$ cat config.mk
export PLATFORM = sky130hd
export DESIGN_NAME = lsq_sqrt
export DESIGN_NICKNAME = d
export VERILOG_FILES = /design/src/rtl/lsq_pkg.sv /design/src/rtl/lsq_sqrt.sv
export SDC_FILE = /design/constraint.sdc
export NUM_CORES = 2
export LEC_CHECK = 0
export BUFFER_PORTS_ARGS = -buffer_cell sky130_fd_sc_hd__buf_4
export CORE_ASPECT_RATIO = 0.75
export CORE_UTILIZATION = 50
export CTS_BUF_LIST = sky130_fd_sc_hd__clkbuf_16
export DETAILED_ROUTE_END_ITERATION = 8
export PLACE_DENSITY_LB_ADDON = 0.25
export SYNTH_ARGS = -nofsm -noshare
export SYNTH_HDL_FRONTEND = slang
export SYNTH_SLANG_ARGS = --single-unit
$ cat constraint.sdc
create_clock -name clk -period 9.45 [get_ports clk]
set_input_delay 0.4725 -clock clk [delete_from_list [all_inputs] [get_ports clk]]
set_output_delay 0.4725 -clock clk [all_outputs]
set_load 0.01 [all_outputs]
$ cat src/rtl/lsq_pkg.sv
// Shared constants, types and helper functions for the segment-to-quad expander.
// Used by lsq_sqrt, lsq_div, line_segment_to_quad, lsq_checker and the testbench; depends on nothing else.
`default_nettype none
package lsq_pkg;

  // Fraction bits of world coordinates and of the degree inputs.
  localparam int COORD_FRAC_BITS = 16;
  localparam int DEG_FRAC        = 22;
  localparam int SH_R = (DEG_FRAC > COORD_FRAC_BITS) ? DEG_FRAC - COORD_FRAC_BITS : 0;
  localparam int SH_L = (COORD_FRAC_BITS > DEG_FRAC) ? COORD_FRAC_BITS - DEG_FRAC : 0;

  // Datapath widths.
  localparam int CW   = 32;                  // coordinate field width
  localparam int DW0  = CW + 1;              // centred coordinate
  localparam int PRW  = 49;                  // centred coordinate times scale
  localparam int WW   = PRW - SH_R + SH_L;   // world x
  localparam int ZW   = WW + 1;              // world z (negated)
  localparam int DDW  = WW + 2;              // dx, dz
  localparam int AW   = DDW - 1;             // |dx|, |dz|
  localparam int PSW  = $clog2(AW);          // leading one position
  localparam int NB   = 30;                  // normalised magnitude width
  localparam int SQW  = 2 * NB + 1;          // sum of squares
  localparam int RB   = NB + 1;              // square root width
  localparam int HW   = 24;                  // half width register
  localparam int NUMW = NB + HW + 1;         // divider numerator
  localparam int QB   = HW + 1;              // offset magnitude
  localparam int SUMW = WW + 3;              // vertex before saturation

  // Short segment threshold on the exact squared length.
  localparam longint LIMIT = longint'(((64'd1 << (2 * COORD_FRAC_BITS)) - 64'd1) / 100000000);
  localparam int SB = ($clog2(LIMIT + 1) + 1) / 2 + 1;

  // Configuration register indexes and reset values.
  localparam logic [1:0] REG_CENTER_LON = 2'd0;
  localparam logic [1:0] REG_CENTER_LAT = 2'd1;
  localparam logic [1:0] REG_MAP_SCALE  = 2'd2;
  localparam logic [1:0] REG_HALF_WIDTH = 2'd3;
  localparam logic [15:0] SCALE_RESET = 16'd20000;
  localparam logic [HW-1:0] HALF_WIDTH_RESET = 24'd26214;

  // Vertex emission order c1,c2,c3,c2,c4,c3.
  localparam logic [2:0] LAST_VTX = 3'd5;

  function automatic logic [1:0] vert_sel(input logic [2:0] k);
    logic [1:0] r;
    unique case (k)
      3'd0:    r = 2'd0;
      3'd1:    r = 2'd1;
      3'd2:    r = 2'd2;
      3'd3:    r = 2'd1;
      3'd4:    r = 2'd3;
      default: r = 2'd2;
    endcase
    return r;
  endfunction

  // Clamp to the signed 32 bit range.
  function automatic logic [CW-1:0] sat32(input logic signed [SUMW-1:0] v);
    logic [CW-1:0] r;
    if (v > SUMW'(signed'(32'sh7fffffff)))       r = 32'h7fffffff;
    else if (v < SUMW'(signed'(-33'sh80000000))) r = 32'h80000000;
    else                                         r = v[CW-1:0];
    return r;
  endfunction

  // Payload that travels beside the length and offset arithmetic.
  typedef struct packed {
    logic signed [WW-1:0] x1;
    logic signed [WW-1:0] x2;
    logic signed [ZW-1:0] z1;
    logic signed [ZW-1:0] z2;
    logic                 ndx;
    logic                 ndz;
    logic [NB-1:0]        nax;
    logic [NB-1:0]        naz;
  } side_t;

endpackage
`default_nettype wire

$ cat src/rtl/lsq_sqrt.sv
// Pipelined floor square root, one result bit per register stage.
// Depends on lsq_pkg for its widths.
`default_nettype none
module lsq_sqrt (
  input  wire logic                         clk,
  input  wire logic                         en,
  input  wire logic [lsq_pkg::SQW-1:0]      v,
  output logic      [lsq_pkg::RB-1:0]       root
);
  localparam int RW = 2 * lsq_pkg::RB + 1;

  logic [RW-1:0]          rem [0:lsq_pkg::RB];
  logic [lsq_pkg::RB-1:0] q   [0:lsq_pkg::RB];

  assign rem[0] = RW'(v);
  assign q[0]   = '0;

  // Each stage tries the next lower root bit against the remainder.
  for (genvar i = 0; i < lsq_pkg::RB; i++) begin : g_stage
    localparam int B = lsq_pkg::RB - 1 - i;
    logic [RW-1:0] trial;
    logic          ge;
    assign trial = (RW'(q[i]) << (B + 1)) + (RW'(1) << (2 * B));
    assign ge    = rem[i] >= trial;
    always_ff @(posedge clk) begin
      if (en) begin
        rem[i+1] <= ge ? rem[i] - trial : rem[i];
        q[i+1]   <= ge ? (q[i] | (lsq_pkg::RB'(1) << B)) : q[i];
      end
    end
  end

  assign root = q[lsq_pkg::RB];
endmodule
`default_nettype wire

==> out/results.ini <==
[layout]
layoutNonFillerInstCount=12700
nets=10000
most-common-layout-cells=edfxtp_1, inv_1, nor2_1, a21oi_1, nand2_1
fillerInstances=18500
areaGrowthSynthToFinish_pct=10.9
seq_area_um2=71600
utilization_pct=55.8
drive_gt1_share_pct=7.03
mostFrequentLayoutCell=edfxtp_1
multi_input_area_um2=40300

[worst_setup_path]
worstReg2RegEnd=rem[563]
path_class=register to register
regToRegSetupSlack_ns=4.47
critPathCaptureType=register
r2r_cells=9
crit_arrival_ns=5.59
worstReg2RegStart=rem[567]
worstPathRequired_ns=10.05
cp_max_fo=7
critPathLaunchType=register

[yosys]
ys_async_sr_fraction_pct=0
yosysWarnings=0
ys_ff_latch=2385
synth_edf_count=2385
syn_inst=9173
syn-cell-area_um2=115000
yosys.cell_types.count=97
synthFlopType=edfxtp_1
synth_seq_area_share_pct=62.2
synth.avg_cell_area_um2=12.5

[clocking]
cts_resized=0
clock_sinks=2385
clkTransAtPathRegs_ns=0.07
clk_latency_ns=0.94
cts_tree=done
cts_buffers=234
root_buffer=clkbuf_16
post_cts_buffers=0
htree_levels=4
clk_path_buf_depth=4

[timing]
slew_headroom_pct=5.32
final.min_clock_period_ns=4.98
worstMarginPinSlew_ns=1.38
tns_ns=0
period_share_pct=52.8
rsz0062_at_grt=no
setup_violations=0
fin_skew_ns=0.104
fmax_mhz=201
finalMaxSlewViolations=0
hold_violations=0

[hold_path]
min_from=en
min_path_cells=1
hp-class=input port to register
hold_end=rem[371]

[grt]
grt_max_degree=195
grt_usage_pct=25.6
antenna_found_initial=12
grt_pass1_wl_mm=447
gr-total-overflow=0
grt_pass1_vias=69900

[outcome]
status=finished, final reports clean

[floorplan]
coreArea_um2=229000
die_h_um=418
start_util_pct=50.3
die-area_um2=232000
die_x_um=556
io_pins=94
row_count=152

[placement]
dp_hpwl_mm=226
finalWeightedCongestion=0.966
dp_cells=12200
io_buffers=93

[flow_run]
maxCapViolations=0

[route]
dr.pass1.iters=6
drt-vias-per-instance=6.00
vias=76000
wire_per_inst_um=23.8
drt-initial-drc-count=9108
wl_mm=302
drc=0
antenna_left=0

[power_and_ir_drop]
p_leak_nw=47.8
switching_share_pct=30.4
power_mw=30.3
pwr-share-clk_pct=30.6
intPower_mw=21.1
ir_drop_uv=175
switching_power_mw=9.23
power_frac_seq_pct=48.1
p_per_area_nw_per_um2=238
p_comb_share_pct=21.3

[final cells by class]
| cell class | instances | area share, % |
|---|---|---|
| Antenna cell | 4 | 0.00784 |
| Tap cell | 3080 | 3.02 |
| Timing Repair Buffer | 208 | 1.49 |
| Inverter | 650 | 1.91 |
| Sequential cell | 2385 | 56.1 |
| Multi-Input combinational cell | 5936 | 31.6 |
| Clock buffer | 235 | 4.61 |
| Clock inverter | 181 | 1.29 |
[flip-flops by register name, indices dropped and copies added (netlist names)]
name / flops
q: 465
root: 31
rem: 1889
[power by group through the flow]
stage | logic, mW | clock network [mW] | registers (mW)
3_3_place_gp | 6.18 | 0 | 14.8
3_5_place_dp | 6.24 | 0 | 14.7
2_1_floorplan | 4.53 | 0 | 14.1
6_report | 6.45 | 9.29 | 14.6
4_1_cts | 6.32 | 9.48 | 14.6
5_1_grt | 7.07 | 9.85 | 14.7
[logic make-up (layout without fill, tap and decap cells)]
| logic type | after synthesis | count (layout) | synth area share, % |
|---|---|---|---|
| AO/OA/AOI/OAI | 1722 | 1722 | 9.41 |
| XOR/XNOR | 834 | 834 | 6.35 |
| adder cells (fa/ha/maj) | 523 | 523 | 5.69 |
| buffers and inverters | 853 | 1274 | 2.84 |
| flip-flops | 2385 | 2385 | 62.2 |
| multiplexers | 91 | 91 | 0.879 |
| other | 1 | 6 | 0.00326 |
| AND/OR/NAND/NOR | 2764 | 2764 | 12.6 |
[what timing repair did]
action	CTS	global route
endpoints found under the setup margin	0	0
hold buffers	61	0
endpoints found under the hold margin	61	0
[metrics by stage]
stage | hold WS (ns) | worst slack [ns] | instance area (µm²)
after floorplan | 0.417 | 6.06 | 115000
after global placement | 0.429 | 4.09 | 119000
after detailed placement | 0.431 | 4.71 | 120000
after CTS | 0.147 | 4.63 | 128000
after global routing | 0.189 | 4.36 | 128000
final | 0.195 | 4.47 | 128000
[routing by layer]
metal	GRT usage, %	part of all wire, %
met1	43.1	50
met2	32.4	38
met3	5.78	10
met4	5.38	2.0
met5	0	0.0043
[critical path: stages, from the launching register on]
cell and delay [ns]:
edfxtp_1 0.41, nor4_1 1.12, nand4_1 0.63, or4_1 0.73
a41oi_1 0.24, o31a_2 0.22, nand3_1 0.16, nor3_2 0.54
or3b_2 0.51, xnor2_1 0.13
[worst max-delay path by stage]
stage,start,end,cells after the start
finish,rem[567],rem[563],9
global route,q[144],rem[233],12
CTS,q[144],rem[198],12
detailed placement,q[144],rem[198],12
global placement,q[203],rem[360],11
floorplan,rem[598],rem[563],11
[synth_stat cells (all sizes together), types with 37 or more instances]
cell	n	area (µm²)
o31ai	40	305
o21a	98	737
nor2b	73	457
clkbuf	159	597
edfxtp	2385	71600
or4	74	571
buf	44	228
a21oi	560	2800
nor3	234	1190
xor2	364	3190
xnor2	470	4120
or3	103	654
ha	523	6540
nand4	171	1070
and3	52	325
mux2	81	912
nor4b	54	488
or2	37	231
nand3	174	876
nor4	331	2090
nor2	632	2370
o21ai	388	1950
nand2b	92	576
a31oi	44	282
a211oi	52	395
nand2	545	2050
a21o	245	1840
inv	650	2440
Power figures use the tool's default switching activity.
